File: config.mk
export PLATFORM = sky130hd
export DESIGN_NAME = luminance_histogram_bimodality_flat
export DESIGN_NICKNAME = d
export VERILOG_FILES = /design/src/rtl/lhb_pkg.sv /design/src/rtl/lhb_if.sv /design/src/rtl/lhb_front.sv /design/src/rtl/lhb_div.sv /design/src/rtl/lhb_back.sv /design/src/rtl/luminance_histogram_bimodality.sv /design/src/flat_wrapper.sv
export SDC_FILE = /design/constraint.sdc
export NUM_CORES = 2
export LEC_CHECK = 0
export BUFFER_PORTS_ARGS = -buffer_cell sky130_fd_sc_hd__buf_4
export CORE_MARGIN = 2
export CORE_UTILIZATION = 40
export DETAILED_ROUTE_END_ITERATION = 7
export PLACE_DENSITY_LB_ADDON = 0.05
export SLEW_MARGIN = 20
export SYNTH_ARGS = -nofsm -noshare
export SYNTH_HDL_FRONTEND = slang
export SYNTH_SLANG_ARGS = --single-unit
File: constraint.sdc
create_clock -name clk -period 8.4 [get_ports clk]
set_clock_uncertainty 0.15 [all_clocks]
set_input_delay 0.84 -clock clk [delete_from_list [all_inputs] [get_ports clk]]
set_output_delay 0.84 -clock clk [all_outputs]
set_load 0.05 [all_outputs]
File: src/rtl/lhb_pkg.sv
// Shared constants and codes for the luminance histogram bimodality scorer.
// No dependencies; all rtl/ files but lhb_div.sv refer to this package by scoped name.
package lhb_pkg;

  localparam int LUMA_W     = 8;
  localparam int CNT_W      = 21;
  localparam int SD_W       = 5;
  localparam int PCT_W      = 7;
  localparam int SCORE_W    = 16;
  localparam int CFG_IDX_W  = 2;
  localparam int CFG_DATA_W = 7;

  localparam logic [CNT_W-1:0]   CNT_MAX       = {CNT_W{1'b1}};
  localparam logic [SCORE_W-1:0] Q15_ONE       = 16'd32768;
  localparam logic [PCT_W-1:0]   PERCENT_SCALE = 7'd100;
  localparam logic [SD_W-1:0]    SD_RESET      = 5'd6;
  localparam logic [PCT_W-1:0]   PCT_RESET     = 7'd2;

  typedef enum logic [CFG_IDX_W-1:0] {
    REG_SHOULDER_DIST = 2'd0,
    REG_MIN_PEAK_PCT  = 2'd1
  } cfg_reg_t;

endpackage

File: src/rtl/lhb_if.sv
// Channel interfaces of the bimodality scorer: pixel input, score output, register writes.
// Depends on lhb_pkg for field widths.
interface lhb_in_if;
  logic                       valid;
  logic                       ready;
  logic [lhb_pkg::LUMA_W-1:0] pixel_luma;
  logic                       frame_end;
  modport source (output valid, pixel_luma, frame_end, input ready);
  modport sink   (input valid, pixel_luma, frame_end, output ready);
endinterface

interface lhb_out_if;
  logic                        valid;
  logic                        ready;
  logic [lhb_pkg::SCORE_W-1:0] shadow_score;
  logic                        peak_too_weak;
  modport source (output valid, shadow_score, peak_too_weak, input ready);
  modport sink   (input valid, shadow_score, peak_too_weak, output ready);
endinterface

interface lhb_cfg_if;
  logic                           valid;
  logic                           ready;
  logic [lhb_pkg::CFG_IDX_W-1:0]  index;
  logic [lhb_pkg::CFG_DATA_W-1:0] data;
  modport source (output valid, index, data, input ready);
  modport sink   (input valid, index, data, output ready);
endinterface

File: src/rtl/lhb_front.sv
// Front end: accept pixel words, map luminance to a bin and queue them for the back end.
// Depends on lhb_pkg and lhb_in_if.
module lhb_front #(
  parameter int NUM_BINS = 32
) (
  input  logic                        clk,
  input  logic                        rst_n,
  lhb_in_if.sink                      in_pix,
  output logic                        q_valid_o,
  output logic [$clog2(NUM_BINS)-1:0] q_bin_o,
  output logic                        q_last_o,
  input  logic                        q_take_i
);

  localparam int BIN_W  = $clog2(NUM_BINS);
  localparam int PROD_W = lhb_pkg::LUMA_W + BIN_W + 1;
  localparam int ITEM_W = BIN_W + 1;
  localparam int DEPTH  = 4;
  localparam int PTR_W  = $clog2(DEPTH);

  logic [PROD_W-1:0] prod;
  logic [PROD_W-1:0] raw_bin;
  logic [BIN_W-1:0]  bin;
  logic              push;
  logic              pop;

  logic [ITEM_W-1:0] queue_r [DEPTH];
  logic [PTR_W-1:0]  wr_ptr_r;
  logic [PTR_W-1:0]  rd_ptr_r;
  logic [PTR_W:0]    cnt_r;

  // bin = (luma * NUM_BINS) >> 8, clamped to the top bin
  assign prod    = PROD_W'(in_pix.pixel_luma) * PROD_W'(NUM_BINS);
  assign raw_bin = prod >> lhb_pkg::LUMA_W;
  assign bin     = (raw_bin > PROD_W'(NUM_BINS - 1)) ? BIN_W'(NUM_BINS - 1)
                                                     : raw_bin[BIN_W-1:0];

  assign in_pix.ready = (cnt_r != (PTR_W+1)'(DEPTH));
  assign push         = in_pix.valid && in_pix.ready;
  assign pop          = q_take_i && q_valid_o;

  assign q_valid_o = (cnt_r != '0);
  assign q_bin_o   = queue_r[rd_ptr_r][BIN_W:1];
  assign q_last_o  = queue_r[rd_ptr_r][0];

  always_ff @(posedge clk) begin
    if (push) begin
      queue_r[wr_ptr_r] <= {bin, in_pix.frame_end};
    end
  end

  always_ff @(posedge clk) begin
    if (!rst_n) begin
      wr_ptr_r <= '0;
      rd_ptr_r <= '0;
      cnt_r    <= '0;
    end else begin
      if (push) wr_ptr_r <= wr_ptr_r + 1'b1;
      if (pop)  rd_ptr_r <= rd_ptr_r + 1'b1;
      priority if (push && !pop) cnt_r <= cnt_r + 1'b1;
      else if (pop && !push)     cnt_r <= cnt_r - 1'b1;
      else                       cnt_r <= cnt_r;
    end
  end

endmodule

File: src/rtl/lhb_div.sv
// Iterative restoring divider, one quotient bit per cycle, dividend below divisor.
// Depends on nothing; instantiated by lhb_back.
module lhb_div #(
  parameter int NUM_W = 26,
  parameter int DEN_W = 27,
  parameter int Q_W   = 16
) (
  input  logic             clk,
  input  logic             rst_n,
  input  logic             start_i,
  input  logic [NUM_W-1:0] dividend_i,
  input  logic [DEN_W-1:0] divisor_i,
  output logic             done_o,
  output logic [Q_W-1:0]   quot_o
);

  localparam int CNT_W = $clog2(Q_W);

  logic [DEN_W-1:0] rem_r;
  logic [DEN_W-1:0] den_r;
  logic [Q_W-1:0]   quot_r;
  logic [CNT_W-1:0] cnt_r;
  logic             busy_r;
  logic             done_r;

  logic [DEN_W:0] shifted;
  logic [DEN_W:0] diff;
  logic           fits;

  assign shifted = {rem_r, 1'b0};
  assign diff    = shifted - {1'b0, den_r};
  assign fits    = !diff[DEN_W];

  always_ff @(posedge clk) begin
    if (start_i) begin
      rem_r  <= DEN_W'(dividend_i);
      den_r  <= divisor_i;
      quot_r <= '0;
    end else if (busy_r) begin
      rem_r  <= fits ? diff[DEN_W-1:0] : shifted[DEN_W-1:0];
      quot_r <= {quot_r[Q_W-2:0], fits};
    end
  end

  always_ff @(posedge clk) begin
    if (!rst_n) begin
      busy_r <= 1'b0;
      done_r <= 1'b0;
      cnt_r  <= '0;
    end else begin
      done_r <= 1'b0;
      if (start_i) begin
        busy_r <= 1'b1;
        cnt_r  <= '0;
      end else if (busy_r) begin
        if (cnt_r == CNT_W'(Q_W - 1)) begin
          busy_r <= 1'b0;
          done_r <= 1'b1;
        end else begin
          cnt_r <= cnt_r + 1'b1;
        end
      end
    end
  end

  assign done_o = done_r;
  assign quot_o = quot_r;

endmodule

File: src/rtl/lhb_back.sv
// Back end: histogram lanes, end-of-frame peak/valley scan, score and result register.
// Depends on lhb_pkg and lhb_div.
module lhb_back #(
  parameter int NUM_BINS = 32
) (
  input  logic                         clk,
  input  logic                         rst_n,
  input  logic                         q_valid_i,
  input  logic [$clog2(NUM_BINS)-1:0]  q_bin_i,
  input  logic                         q_last_i,
  output logic                         q_take_o,
  input  logic [lhb_pkg::SD_W-1:0]     sd_i,
  input  logic [lhb_pkg::PCT_W-1:0]    pct_i,
  output logic                         out_valid_o,
  output logic [lhb_pkg::SCORE_W-1:0]  out_score_o,
  output logic                         out_weak_o,
  input  logic                         out_ready_i
);

  localparam int BIN_W  = $clog2(NUM_BINS);
  localparam int CNT_W  = lhb_pkg::CNT_W;
  localparam int DIST_W = (BIN_W > lhb_pkg::SD_W) ? BIN_W : lhb_pkg::SD_W;
  localparam int PRD_W  = CNT_W + lhb_pkg::PCT_W;
  localparam int NUM_W  = CNT_W + BIN_W;
  localparam int DEN_W  = CNT_W + BIN_W + 1;
  localparam int Q_W    = lhb_pkg::SCORE_W;

  typedef enum logic [9:0] {
    ST_RUN    = 10'b0000000001,
    ST_PEAK1  = 10'b0000000010,
    ST_PEAK2  = 10'b0000000100,
    ST_SPAN   = 10'b0000001000,
    ST_VALLEY = 10'b0000010000,
    ST_CHECK  = 10'b0000100000,
    ST_DECIDE = 10'b0001000000,
    ST_PREP   = 10'b0010000000,
    ST_DIV    = 10'b0100000000,
    ST_EMIT   = 10'b1000000000
  } state_t;

  state_t state_r, state_nxt;

  logic [CNT_W-1:0] hist_r [NUM_BINS];
  logic [CNT_W-1:0] total_r;
  logic [BIN_W-1:0] idx_r;
  logic [CNT_W-1:0] max1_r;
  logic [BIN_W-1:0] p1_r;
  logic [CNT_W-1:0] p2max_r;
  logic [BIN_W-1:0] p2_r;
  logic             found_r;
  logic [BIN_W-1:0] lo_r;
  logic [BIN_W-1:0] hi_r;
  logic [CNT_W-1:0] pmin_r;
  logic [CNT_W-1:0] valley_r;
  logic [PRD_W-1:0] prod_a_r;
  logic [PRD_W-1:0] prod_b_r;
  logic [Q_W-1:0]   res_score_r;
  logic             res_weak_r;
  logic             out_valid_r;
  logic [Q_W-1:0]   out_score_r;
  logic             out_weak_r;

  logic [CNT_W-1:0] rd;
  logic             last_idx;
  logic [BIN_W-1:0] gap;
  logic             eligible;
  logic             better2;
  logic [BIN_W-1:0] lo;
  logic [BIN_W-1:0] hi;
  logic             take;
  logic             emit_fire;
  logic             clear;
  logic             div_start;
  logic             div_done;
  logic [Q_W-1:0]   div_quot;
  logic [NUM_W-1:0] dividend;
  logic [DEN_W-1:0] divisor;

  assign rd       = hist_r[idx_r];
  assign last_idx = (idx_r == BIN_W'(NUM_BINS - 1));
  assign gap      = (idx_r > p1_r) ? (idx_r - p1_r) : (p1_r - idx_r);
  assign eligible = (DIST_W'(gap) >= DIST_W'(sd_i));
  assign better2  = eligible && (!found_r || (rd > p2max_r));
  assign lo       = (p1_r < p2_r) ? p1_r : p2_r;
  assign hi       = (p1_r < p2_r) ? p2_r : p1_r;

  assign take      = (state_r == ST_RUN) && q_valid_i;
  assign emit_fire = (state_r == ST_EMIT) && (!out_valid_r || out_ready_i);
  assign clear     = emit_fire;
  assign q_take_o  = take;

  // valley never exceeds pmin, and (pmin - valley) * sep < pmin * NUM_BINS
  assign div_start = (state_r == ST_PREP);
  assign dividend  = NUM_W'(pmin_r - valley_r) * NUM_W'(hi_r - lo_r);
  assign divisor   = DEN_W'(pmin_r) * DEN_W'(NUM_BINS);

  lhb_div #(
    .NUM_W (NUM_W),
    .DEN_W (DEN_W),
    .Q_W   (Q_W)
  ) u_div (
    .clk        (clk),
    .rst_n      (rst_n),
    .start_i    (div_start),
    .dividend_i (dividend),
    .divisor_i  (divisor),
    .done_o     (div_done),
    .quot_o     (div_quot)
  );

  always_comb begin
    state_nxt = state_r;
    unique case (state_r)
      ST_RUN:    if (take && q_last_i) state_nxt = ST_PEAK1;
      ST_PEAK1:  if (last_idx) state_nxt = ST_PEAK2;
      ST_PEAK2:  if (last_idx) state_nxt = (found_r || better2) ? ST_SPAN : ST_EMIT;
      ST_SPAN:   state_nxt = ST_VALLEY;
      ST_VALLEY: if (idx_r == hi_r) state_nxt = ST_CHECK;
      ST_CHECK:  state_nxt = ST_DECIDE;
      ST_DECIDE: begin
        if ((prod_a_r < prod_b_r) || (pmin_r == '0)) state_nxt = ST_EMIT;
        else                                         state_nxt = ST_PREP;
      end
      ST_PREP:   state_nxt = ST_DIV;
      ST_DIV:    if (div_done) state_nxt = ST_EMIT;
      ST_EMIT:   if (emit_fire) state_nxt = ST_RUN;
      default:   state_nxt = ST_RUN;
    endcase
  end

  always_ff @(posedge clk) begin
    if (!rst_n) state_r <= ST_RUN;
    else        state_r <= state_nxt;
  end

  // Histogram lanes: each bin owns a saturating incrementer
  always_ff @(posedge clk) begin
    if (!rst_n || clear) begin
      for (int i = 0; i < NUM_BINS; i++) hist_r[i] <= '0;
      total_r <= '0;
    end else if (take) begin
      for (int i = 0; i < NUM_BINS; i++) begin
        if ((q_bin_i == BIN_W'(i)) && (hist_r[i] != lhb_pkg::CNT_MAX)) begin
          hist_r[i] <= hist_r[i] + 1'b1;
        end
      end
      if (total_r != lhb_pkg::CNT_MAX) total_r <= total_r + 1'b1;
    end
  end

  // Scan datapath
  always_ff @(posedge clk) begin
    unique case (state_r)
      ST_RUN: begin
        idx_r       <= '0;
        max1_r      <= '0;
        p1_r        <= '0;
        found_r     <= 1'b0;
        p2max_r     <= '0;
        p2_r        <= '0;
        res_score_r <= '0;
        res_weak_r  <= 1'b0;
      end
      ST_PEAK1: begin
        if (rd > max1_r) begin
          max1_r <= rd;
          p1_r   <= idx_r;
        end
        idx_r <= last_idx ? '0 : idx_r + 1'b1;
      end
      ST_PEAK2: begin
        if (better2) begin
          p2max_r <= rd;
          p2_r    <= idx_r;
          found_r <= 1'b1;
        end
        idx_r <= last_idx ? '0 : idx_r + 1'b1;
      end
      ST_SPAN: begin
        lo_r     <= lo;
        hi_r     <= hi;
        idx_r    <= lo;
        pmin_r   <= (max1_r < p2max_r) ? max1_r : p2max_r;
        valley_r <= lhb_pkg::CNT_MAX;
      end
      ST_VALLEY: begin
        if (rd < valley_r) valley_r <= rd;
        idx_r <= idx_r + 1'b1;
      end
      ST_CHECK: begin
        prod_a_r <= PRD_W'(pmin_r) * PRD_W'(lhb_pkg::PERCENT_SCALE);
        prod_b_r <= PRD_W'(total_r) * PRD_W'(pct_i);
      end
      ST_DECIDE: begin
        if (prod_a_r < prod_b_r) res_weak_r <= 1'b1;
      end
      ST_PREP: begin
        res_score_r <= '0;
      end
      ST_DIV: begin
        if (div_done) begin
          res_score_r <= (div_quot > lhb_pkg::Q15_ONE) ? lhb_pkg::Q15_ONE : div_quot;
        end
      end
      ST_EMIT: begin
        idx_r <= '0;
      end
      default: begin
        idx_r <= '0;
      end
    endcase
  end

  // Result register: hold the score until the sink takes it
  always_ff @(posedge clk) begin
    if (emit_fire) begin
      out_score_r <= res_score_r;
      out_weak_r  <= res_weak_r;
    end
  end

  always_ff @(posedge clk) begin
    if (!rst_n)          out_valid_r <= 1'b0;
    else if (emit_fire)  out_valid_r <= 1'b1;
    else if (out_ready_i) out_valid_r <= 1'b0;
  end

  assign out_valid_o = out_valid_r;
  assign out_score_o = out_score_r;
  assign out_weak_o  = out_weak_r;

endmodule

File: src/rtl/luminance_histogram_bimodality.sv
// Luminance histogram bimodality scorer: pixels in, one Q1.15 shadow score per frame out.
// Depends on lhb_pkg, the lhb_*_if interfaces, lhb_front, lhb_back and lhb_div.
//
// Feed one 8-bit luminance pixel per word; each pixel lands in one of NUM_BINS bins
// ((luma * NUM_BINS) >> 8) and the pixel count, all counters saturating at 2^21-1. The
// word carrying frame_end is counted and then closes the frame: the block finds the main
// peak (lowest index among ties), the strongest bin at least shoulder_distance away,
// the deepest valley between them, and returns one result word holding
// min(32768, floor(65536 * (1 - valley/pmin) * sep / NUM_BINS)) with pmin the smaller
// peak and sep the peak distance. When pmin * 100 < pixels * min_peak_percent the score
// is zero and peak_too_weak is set; else, with no qualifying second peak or an empty
// smaller peak, both are zero. The histogram and pixel count then clear for the next
// frame. Rate: pixels are binned at one per cycle outside the frame-end scan and its
// result hand-off. The frame-end word costs a scan of the histogram through its single
// read index: two peak passes, the valley pass, the percentage check and a serial
// divider. A four-word queue keeps taking pixels during the scan until it fills; the
// result register lets the next frame start while a score waits for the sink. Reset
// clears the histogram at once: no start-up sweep.
// Registers may be written whenever no frame is in flight; index 0 is shoulder_distance
// (reset 6), index 1 is min_peak_percent (reset 2); other indices are ignored.
module luminance_histogram_bimodality #(
  parameter int NUM_BINS = 32
) (
  input  logic       clk,
  input  logic       rst_n,
  lhb_in_if.sink     in_pix,
  lhb_out_if.source  out_res,
  lhb_cfg_if.sink    cfg_wr
);

  localparam int BIN_W = $clog2(NUM_BINS);

  logic [lhb_pkg::SD_W-1:0]  sd_r;
  logic [lhb_pkg::PCT_W-1:0] pct_r;

  logic             q_valid;
  logic [BIN_W-1:0] q_bin;
  logic             q_last;
  logic             q_take;

  // Register writes are always taken
  assign cfg_wr.ready = 1'b1;

  always_ff @(posedge clk) begin
    if (!rst_n) begin
      sd_r  <= lhb_pkg::SD_RESET;
      pct_r <= lhb_pkg::PCT_RESET;
    end else if (cfg_wr.valid) begin
      priority if (cfg_wr.index == lhb_pkg::REG_SHOULDER_DIST) begin
        sd_r <= cfg_wr.data[lhb_pkg::SD_W-1:0];
      end else if (cfg_wr.index == lhb_pkg::REG_MIN_PEAK_PCT) begin
        pct_r <= cfg_wr.data[lhb_pkg::PCT_W-1:0];
      end else begin
        // drop writes to unmapped indices
        sd_r <= sd_r;
      end
    end
  end

  // Front: bin the pixel and queue it
  lhb_front #(
    .NUM_BINS (NUM_BINS)
  ) u_front (
    .clk       (clk),
    .rst_n     (rst_n),
    .in_pix    (in_pix),
    .q_valid_o (q_valid),
    .q_bin_o   (q_bin),
    .q_last_o  (q_last),
    .q_take_i  (q_take)
  );

  // Back: count, evaluate on frame end, hold the result
  lhb_back #(
    .NUM_BINS (NUM_BINS)
  ) u_back (
    .clk         (clk),
    .rst_n       (rst_n),
    .q_valid_i   (q_valid),
    .q_bin_i     (q_bin),
    .q_last_i    (q_last),
    .q_take_o    (q_take),
    .sd_i        (sd_r),
    .pct_i       (pct_r),
    .out_valid_o (out_res.valid),
    .out_score_o (out_res.shadow_score),
    .out_weak_o  (out_res.peak_too_weak),
    .out_ready_i (out_res.ready)
  );

endmodule

File: src/flat_wrapper.sv
// flat-port wrapper written by rule: the top's interface ports become plain ports
module luminance_histogram_bimodality_flat 
#(
  parameter int NUM_BINS = 32
)
  (clk, rst_n, in_pix_valid, in_pix_pixel_luma, in_pix_frame_end, in_pix_ready, out_res_valid, out_res_shadow_score, out_res_peak_too_weak, out_res_ready, cfg_wr_valid, cfg_wr_index, cfg_wr_data, cfg_wr_ready);
  lhb_in_if in_pix_i ();
  lhb_out_if out_res_i ();
  lhb_cfg_if cfg_wr_i ();
  input  logic clk;
  input  logic rst_n;
  input wire logic [$bits(in_pix_i.valid)-1:0] in_pix_valid;
  input wire logic [$bits(in_pix_i.pixel_luma)-1:0] in_pix_pixel_luma;
  input wire logic [$bits(in_pix_i.frame_end)-1:0] in_pix_frame_end;
  output wire logic [$bits(in_pix_i.ready)-1:0] in_pix_ready;
  output wire logic [$bits(out_res_i.valid)-1:0] out_res_valid;
  output wire logic [$bits(out_res_i.shadow_score)-1:0] out_res_shadow_score;
  output wire logic [$bits(out_res_i.peak_too_weak)-1:0] out_res_peak_too_weak;
  input wire logic [$bits(out_res_i.ready)-1:0] out_res_ready;
  input wire logic [$bits(cfg_wr_i.valid)-1:0] cfg_wr_valid;
  input wire logic [$bits(cfg_wr_i.index)-1:0] cfg_wr_index;
  input wire logic [$bits(cfg_wr_i.data)-1:0] cfg_wr_data;
  output wire logic [$bits(cfg_wr_i.ready)-1:0] cfg_wr_ready;
  assign in_pix_i.valid = in_pix_valid;
  assign in_pix_i.pixel_luma = in_pix_pixel_luma;
  assign in_pix_i.frame_end = in_pix_frame_end;
  assign in_pix_ready = in_pix_i.ready;
  assign out_res_valid = out_res_i.valid;
  assign out_res_shadow_score = out_res_i.shadow_score;
  assign out_res_peak_too_weak = out_res_i.peak_too_weak;
  assign out_res_i.ready = out_res_ready;
  assign cfg_wr_i.valid = cfg_wr_valid;
  assign cfg_wr_i.index = cfg_wr_index;
  assign cfg_wr_i.data = cfg_wr_data;
  assign cfg_wr_ready = cfg_wr_i.ready;
  luminance_histogram_bimodality #(.NUM_BINS(NUM_BINS)) u_core (.clk(clk), .rst_n(rst_n), .in_pix(in_pix_i), .out_res(out_res_i), .cfg_wr(cfg_wr_i));
endmodule
Word-level counts from Yosys, hierarchy flattened. Memories as Yosys holds them, arrays and structs flattened. A register that Yosys moved wholly into a read port is not among the register bits. Cells that the tools add are included.

Equal/unequal tests: 89. Reduce and logical (&&, ||, !) cells: 78. Add/sub/neg operators: 44. $mul: 3. Multiplexer cells: 211. Magnitude comparators: 10. Bitwise operators: 36.

Operators by type and width (number): 2-to-1 mux 21 bit (36); adder 21 x 1 -> 21 bit (second input constant) (33); != test 21 bit (second input constant) (33); 2-to-1 mux 1 bit (140); one-hot mux 21 bit (2 select lines) (3); one-hot mux 10 bit (10 select lines) (1); == test 5 bit (second input constant) (17); 2-to-1 mux 10 bit (8); 2-to-1 mux 26 bit (2); > comparator 21 bit (2); less-than comparator 21 bit (2); == test 5 x 4 -> 1 bit (second input constant) (8); logical AND 1 bit (40); 2-to-1 mux 5 bit (8); 2-to-1 mux 16 bit (2); OR 1 bit (32); one-hot mux 16 bit (2 select lines) (1); less-than comparator 28 bit (1); multiplier 21 x 7 -> 28 bit (1); subtractor 28 x 26 -> 28 bit (1); 2-to-1 mux 27 bit (1); multiplier 21 x 5 -> 26 bit (second input constant) (1); multiplier 22 x 6 -> 26 bit (1); subtractor 21 x 21 -> 22 bit (1); 50 further kinds (96).

Memories kept: 2. Bits in registers: 319. Output and inout port bits: 20. Logic and storage cells: 504. Bits in writable memories: 696. Input port bits: 23.

Memories: u_core.u_back.hist_r (words 32, bits a word 21, rd ports 33, clocked after Yosys merged registers in 1, write ports 32, line lhb_back.sv:43) `logic [CNT_W-1:0] hist_r [NUM_BINS];`; u_core.u_front.queue_r (words 4, bits a word 6, rd ports 1, clocked after Yosys merged registers in 1, write ports 1, line lhb_front.sv:27) `logic [ITEM_W-1:0] queue_r [DEPTH];`.

Longest topological paths before layout.
Depth in word-level cells: 8. Gate-level depth with buffers: 29. Depth with buffers taken out: 28.

By module. From an unflattened synthesis, not the netlist that was laid out.

Cell total of the unflattened synthesis: 6475. Area, all modules: 69382.8 sq um.

Modules (own cells, without submodules): lhb_back (cells each 5834, area each 62702.6 sq um, sequential area each 26865.8 sq um, times used 1); lhb_div (cells each 504, area each 4788.3 sq um, sequential area each 2052.0 sq um, times used 1); lhb_front (cells each 84, area each 1386.3 sq um, sequential area each 900.9 sq um, times used 1); luminance_histogram_bimodality (cells each 53, area each 505.5 sq um, sequential area each 240.2 sq um, times used 1).

Worst setup path after synthesis. OpenSTA, ideal clock, no wires.

Path type: reg-to-reg. Start point: register u_core.u_back.state_r[9]. End point: register u_core.u_back.prod_a_r[10] (enable). Period minus slack after synthesis: 7339 ps. Data arrival time: 6567 ps. Required time: 7629 ps. Setup time: 621 ps. Setup slack: 1061 ps. Stages on the path, launching flop included: 6. Buffers on the path: 0. Cells stage by stage: dfxtp_1 -> nor2_1 -> nand2_1 -> nor3_1 -> nand2b_1 -> nor4b_1.

Longest elaborated chain between the ends: 1.

RTL lines: start, declared (line lhb_back.sv:41) `state_t state_r, state_nxt;`; start signal, assigned (line lhb_back.sv:133) `else state_r <= state_nxt;`; == test 10 x 6 -> 1 bit (line lhb_back.sv:153) `unique case (state_r)`; end signal, assigned (line lhb_back.sv:191) `prod_a_r <= PRD_W'(pmin_r) * PRD_W'(lhb_pkg::PERCENT_SCALE);`; end, declared (line lhb_back.sv:55) `logic [PRD_W-1:0] prod_a_r;`.

No other way between the ends. A chain may end at the register's enable or synchronous reset.

Final worst setup path.
Start point: register u_core.u_back.pmin_r[0]. End point: register u_core.u_back.u_div.rem_r[25], data pin.

Longest elaborated chain between the ends: 3.

RTL lines: start, declared (line lhb_back.sv:53) `logic [CNT_W-1:0] pmin_r;`; start signal, assigned (line lhb_back.sv:183) `pmin_r <= (max1_r < p2max_r) ? max1_r : p2max_r;`; subtractor 21 x 21 -> 22 bit (line lhb_back.sv:94) `assign dividend = NUM_W'(pmin_r - valley_r) * NUM_W'(hi_r - lo_r);`; multiplier 22 x 6 -> 26 bit (line lhb_back.sv:94); 2-to-1 mux 26 bit (line lhb_div.sv:35) `if (start_i) begin`; end signal, assigned (line lhb_div.sv:36) `rem_r <= DEN_W'(dividend_i);`; end signal, assigned (line lhb_div.sv:40) `rem_r <= fits ? diff[DEN_W-1:0] : shifted[DEN_W-1:0];`; end, declared (line lhb_div.sv:19) `logic [DEN_W-1:0] rem_r;`.

No other way between the ends.

==> summary.md <==
| Metric | Value |
|---|---|
| Outcome | `complete, no violations` |
| Vias per cell | `5.300` |
| Top cell type's share of synthesized area | `41.50%` |
| Critical path's slowest cell | `fa_1` |
| Synth unique cells | `84` |
| RSZ-0062 raised after global routing | `false` |
| Max_slew headroom | `23.70%` |
| DR pass1 iterations | `5` |
| Final setup fails | `0` |
| Reg2reg path depth | `28` |
| Min Hold Slack | `126.5 ps` |
| Final hold violation count | `0` |
| Fillers | `16.08k` |
| Main synth FF type | `edfxtp_1` |
| Hold-fix buffers, CTS | `0` |
| H-tree depth reported by CTS | `4` |
| Beginning of the worst hold path | `in_pix_pixel_luma[5]` |
| Clock net sink count | `1,022` |
| Total Nets Final | `6,926` |
| DR WL/cell | `20.41 um` |
| Largest cells by area after synthesis | `edfxtp_1 41%, ha_1 7.1%, mux4_2 6.9%` |
| Final WS setup | `807.2 ps` |
| Hold EP | `u_core.u_front.queue_r[0][3]` |
| Clock latency at the later pin of the worst-skew pair | `780 ps` |
| FFs w/ async S/R, synth | `0%` |
| DR vias | `45.79k` |
| Fin crit share | `90.39%` |
| TritonCTS clock tree | `done` |
| Initial antenna violation count | `0` |
| Dpl ws | `806.4 ps` |
| CP Buf/Inv Count | `1` |
| Final TNS setup | `0 ps` |
| Residual DRC count | `0` |
| Largest net degree at the start of global routing | `95` |
| Mapped cell area | `68,090 um2` |
| Number of synthesized register bits | `1,022` |
| Static Leak | `28.44 nW` |
| IO Count | `43` |
| PostCTS Resize Cnt | `0` |
| Antenna-violating nets left | `0` |
| Top cell family by delay on the critical path | `compound AO/OA/AOI/OAI gates` |
| Post-Syn Instances | `6,301` |
| Final wirelength | `176.4 mm` |
| Deepest clock path buffer count | `3` |
| Max cap viols | `0` |
| Flop-to-flop setup slack | `810 ps` |
| CP Capture Type | `flip-flop` |
| Reg-to-Reg End | `u_core.u_back.u_div.rem_r[25]` |
| Fin crit period | `7593 ps` |
| Gr ovfl total | `0` |
| Net count after synthesis | `6,910` |
| CP peak stage delay | `580 ps` |
| Placed Instances | `8,401` |
| Number of port buffers | `38` |
| Die Height | `416.6 um` |
| Layout cells sized above 1 | `8.474%` |
| Global Route Usage Sum | `20.36%` |
| Fin cells | `8,640` |
| Crit Path Max Fanout | `6` |
| Sequential-to-total area share from yosys stat | `43.88%` |
| Cell taking the most area after synthesis | `edfxtp_1` |
| Reg2reg start | `u_core.u_back.pmin_r[0]` |
| Vias in the first global route | `46.31k` |
| Dpl hpwl | `131.7 mm` |
| Gpl congestion | `0.8450` |
| Global-route wire length before repair | `274.5 mm` |
| Core ar. | `169,300 um2` |
| CTS root buf | `clkbuf_16` |
| Peak Freq | `0.1317 GHz` |
| Yosys warnings | `0` |
| Iteration-0 DRC Markers | `2,992` |
| FP Rows | `151` |
| Setup bufs post-CTS | `0` |
| Avg Cell Area, Syn | `10.81 um2` |
| CP arrival | `7930 ps` |
| Die Width | `416.6 um` |
| Hold Crit Class | `primary input to flip-flop` |
| Critical path class | `flip-flop to flip-flop` |
| EDFF count, synth | `941` |
| Clock edge transition at the registers on the reported setup and hold paths | `50 ps` |
| Critical Path Start Type | `flip-flop` |
| Initial core utilization | `40.22%` |
| Area grow syn2layout | `10.17%` |
| CP required | `8730 ps` |
| Worst hold stages | `1` |
| Slew Viols, Final | `0` |
| Tot Pwr | `0.01519 W` |
| Die ar. | `173,500 um2` |
| VDD IR max | `0.2075 mV` |
| Num CTS Buffers | `130` |
| Slew @ Worst Pin | `1113 ps` |
| Power Dens Cells | `202.5 nW/um2` |
[placed cells by master, fill, tap and decap left out, drive strengths merged, types with 57 or more instances in the layout]
| cell | n |
|---|---|
| a21o | 64 |
| a21oi | 137 |
| and2 | 115 |
| and3 | 170 |
| buf | 109 |
| clkbuf | 173 |
| dfxtp | 81 |
| edfxtp | 941 |
| fa | 201 |
| ha | 385 |
| inv | 448 |
| mux2i | 79 |
| mux4 | 216 |
| nand2 | 462 |
| nand3 | 342 |
| nand4 | 134 |
| nor2 | 1074 |
| nor2b | 65 |
| nor3 | 57 |
| o21ai | 92 |
| xnor2 | 298 |
| xor2 | 428 |
[state kept, by name (all words and copies together) (netlist names), 4 cells and up, named ones only]
signal                      flops
u_core.u_back.p2max_r          21
u_core.u_back.hist_r          672
u_core.u_back.idx_r             5
u_core.u_back.u_div.rem_r      27
u_core.u_back.max1_r           21
u_core.u_back.pmin_r           21
u_core.u_back.u_div.quot_o     16
u_core.u_back.u_div.den_r      21
u_core.u_back.u_div.cnt_r       4
u_core.u_back.total_r          21
u_core.u_back.p1_r              5
u_core.u_back.out_score_o      16
u_core.u_back.p2_r              5
u_core.u_back.valley_r         21
u_core.u_back.state_r          10
u_core.u_back.prod_a_r         26
u_core.u_back.res_score_r      16
u_core.u_front.queue_r         24
u_core.u_back.prod_b_r         28
u_core.sd_r                     5
u_core.pct_r                    7
u_core.u_back.hi_r              5
u_core.u_back.lo_r              5
[cells by family (layout without fill, tap and decap cells)]
logic type,Yosys count,after routing,synth area share [%]
buffers and inverters,664,783,3.923
DFF,1022,1022,43.88
AOI/OAI and AO/OA,463,463,4.331
and+or+nand+nor,2542,2542,17.14
xor gates and xnor gates,726,726,9.338
muxes,297,297,8.396
other,1,3,0.005507
adders and majority gates,586,586,12.98
[synthesized netlist by cell type (all sizes together), types with 15 or more instances]
cell type  number
edfxtp        941
clkbuf        133
xor2          428
mux4          216
ha            385
nor2         1074
xnor2         298
or3            21
and3          170
a211oi         15
a31oi          31
nor3           57
nand4         134
and2          115
nand2b         35
dfxtp          81
o21a           41
a21oi         137
and4           25
a21o           64
inv           437
nor2b          65
o21ai          92
fa            201
nand2         462
nand3         342
buf            91
mux2i          79
[worst max-delay path by stage]
| stage | from | end | slack, ps | cells after the start |
|---|---|---|---|---|
| global route | u_core.u_back.pmin_r[0] | u_core.u_back.u_div.rem_r[25] | 190 | 28 |
| finish | u_core.u_back.pmin_r[0] | u_core.u_back.u_div.rem_r[25] | 810 | 28 |
| detailed placement | u_core.u_back.pmin_r[0] | u_core.u_back.u_div.rem_r[25] | 810 | 28 |
| global placement | u_core.u_back.pmin_r[0] | u_core.u_back.u_div.rem_r[25] | 840 | 28 |
| CTS | u_core.u_back.pmin_r[0] | u_core.u_back.u_div.rem_r[25] | 790 | 28 |
| floorplan | u_core.u_back.state_r[9] | u_core.u_back.prod_a_r[10] | 1060 | 5 |
[where the power goes]
part           total [W]  switching [W]  internal [W]
logic            0.00294        0.00179       0.00115
registers        0.00667       0.000471       0.00620
clock network    0.00558        0.00231       0.00327
total             0.0152        0.00457        0.0106
[layer usage]
metal	track usage [%]	part of all wire, %
met1	28.11	47
met3	2.789	3.6
met5	0	0
met2	33.69	48
met4	5.281	2.2
[final cells by class]
cell class                 count  area, um2  area share [%]
inverter                     439       1648           2.197
clock buffer                 173       3568           4.757
timing repair buffer         109      850.8           1.134
sequential                  1022      29890           39.84
multi-input combinational   4615      35670           47.55
clock inverter                62      609.3          0.8123
antenna                        2      5.005        0.006672
tap                         2218       2775           3.699
[stage by stage]
step / util (%) / area [um2]
after floorplan: - / 68090
after global placement: 41.81 / 70780
after detailed placement: 41.82 / 70790
after CTS: 44.29 / 74970
after global routing: 44.31 / 75010
final: 44.31 / 75020
Note: power is estimated with default switching activity, not from simulation.
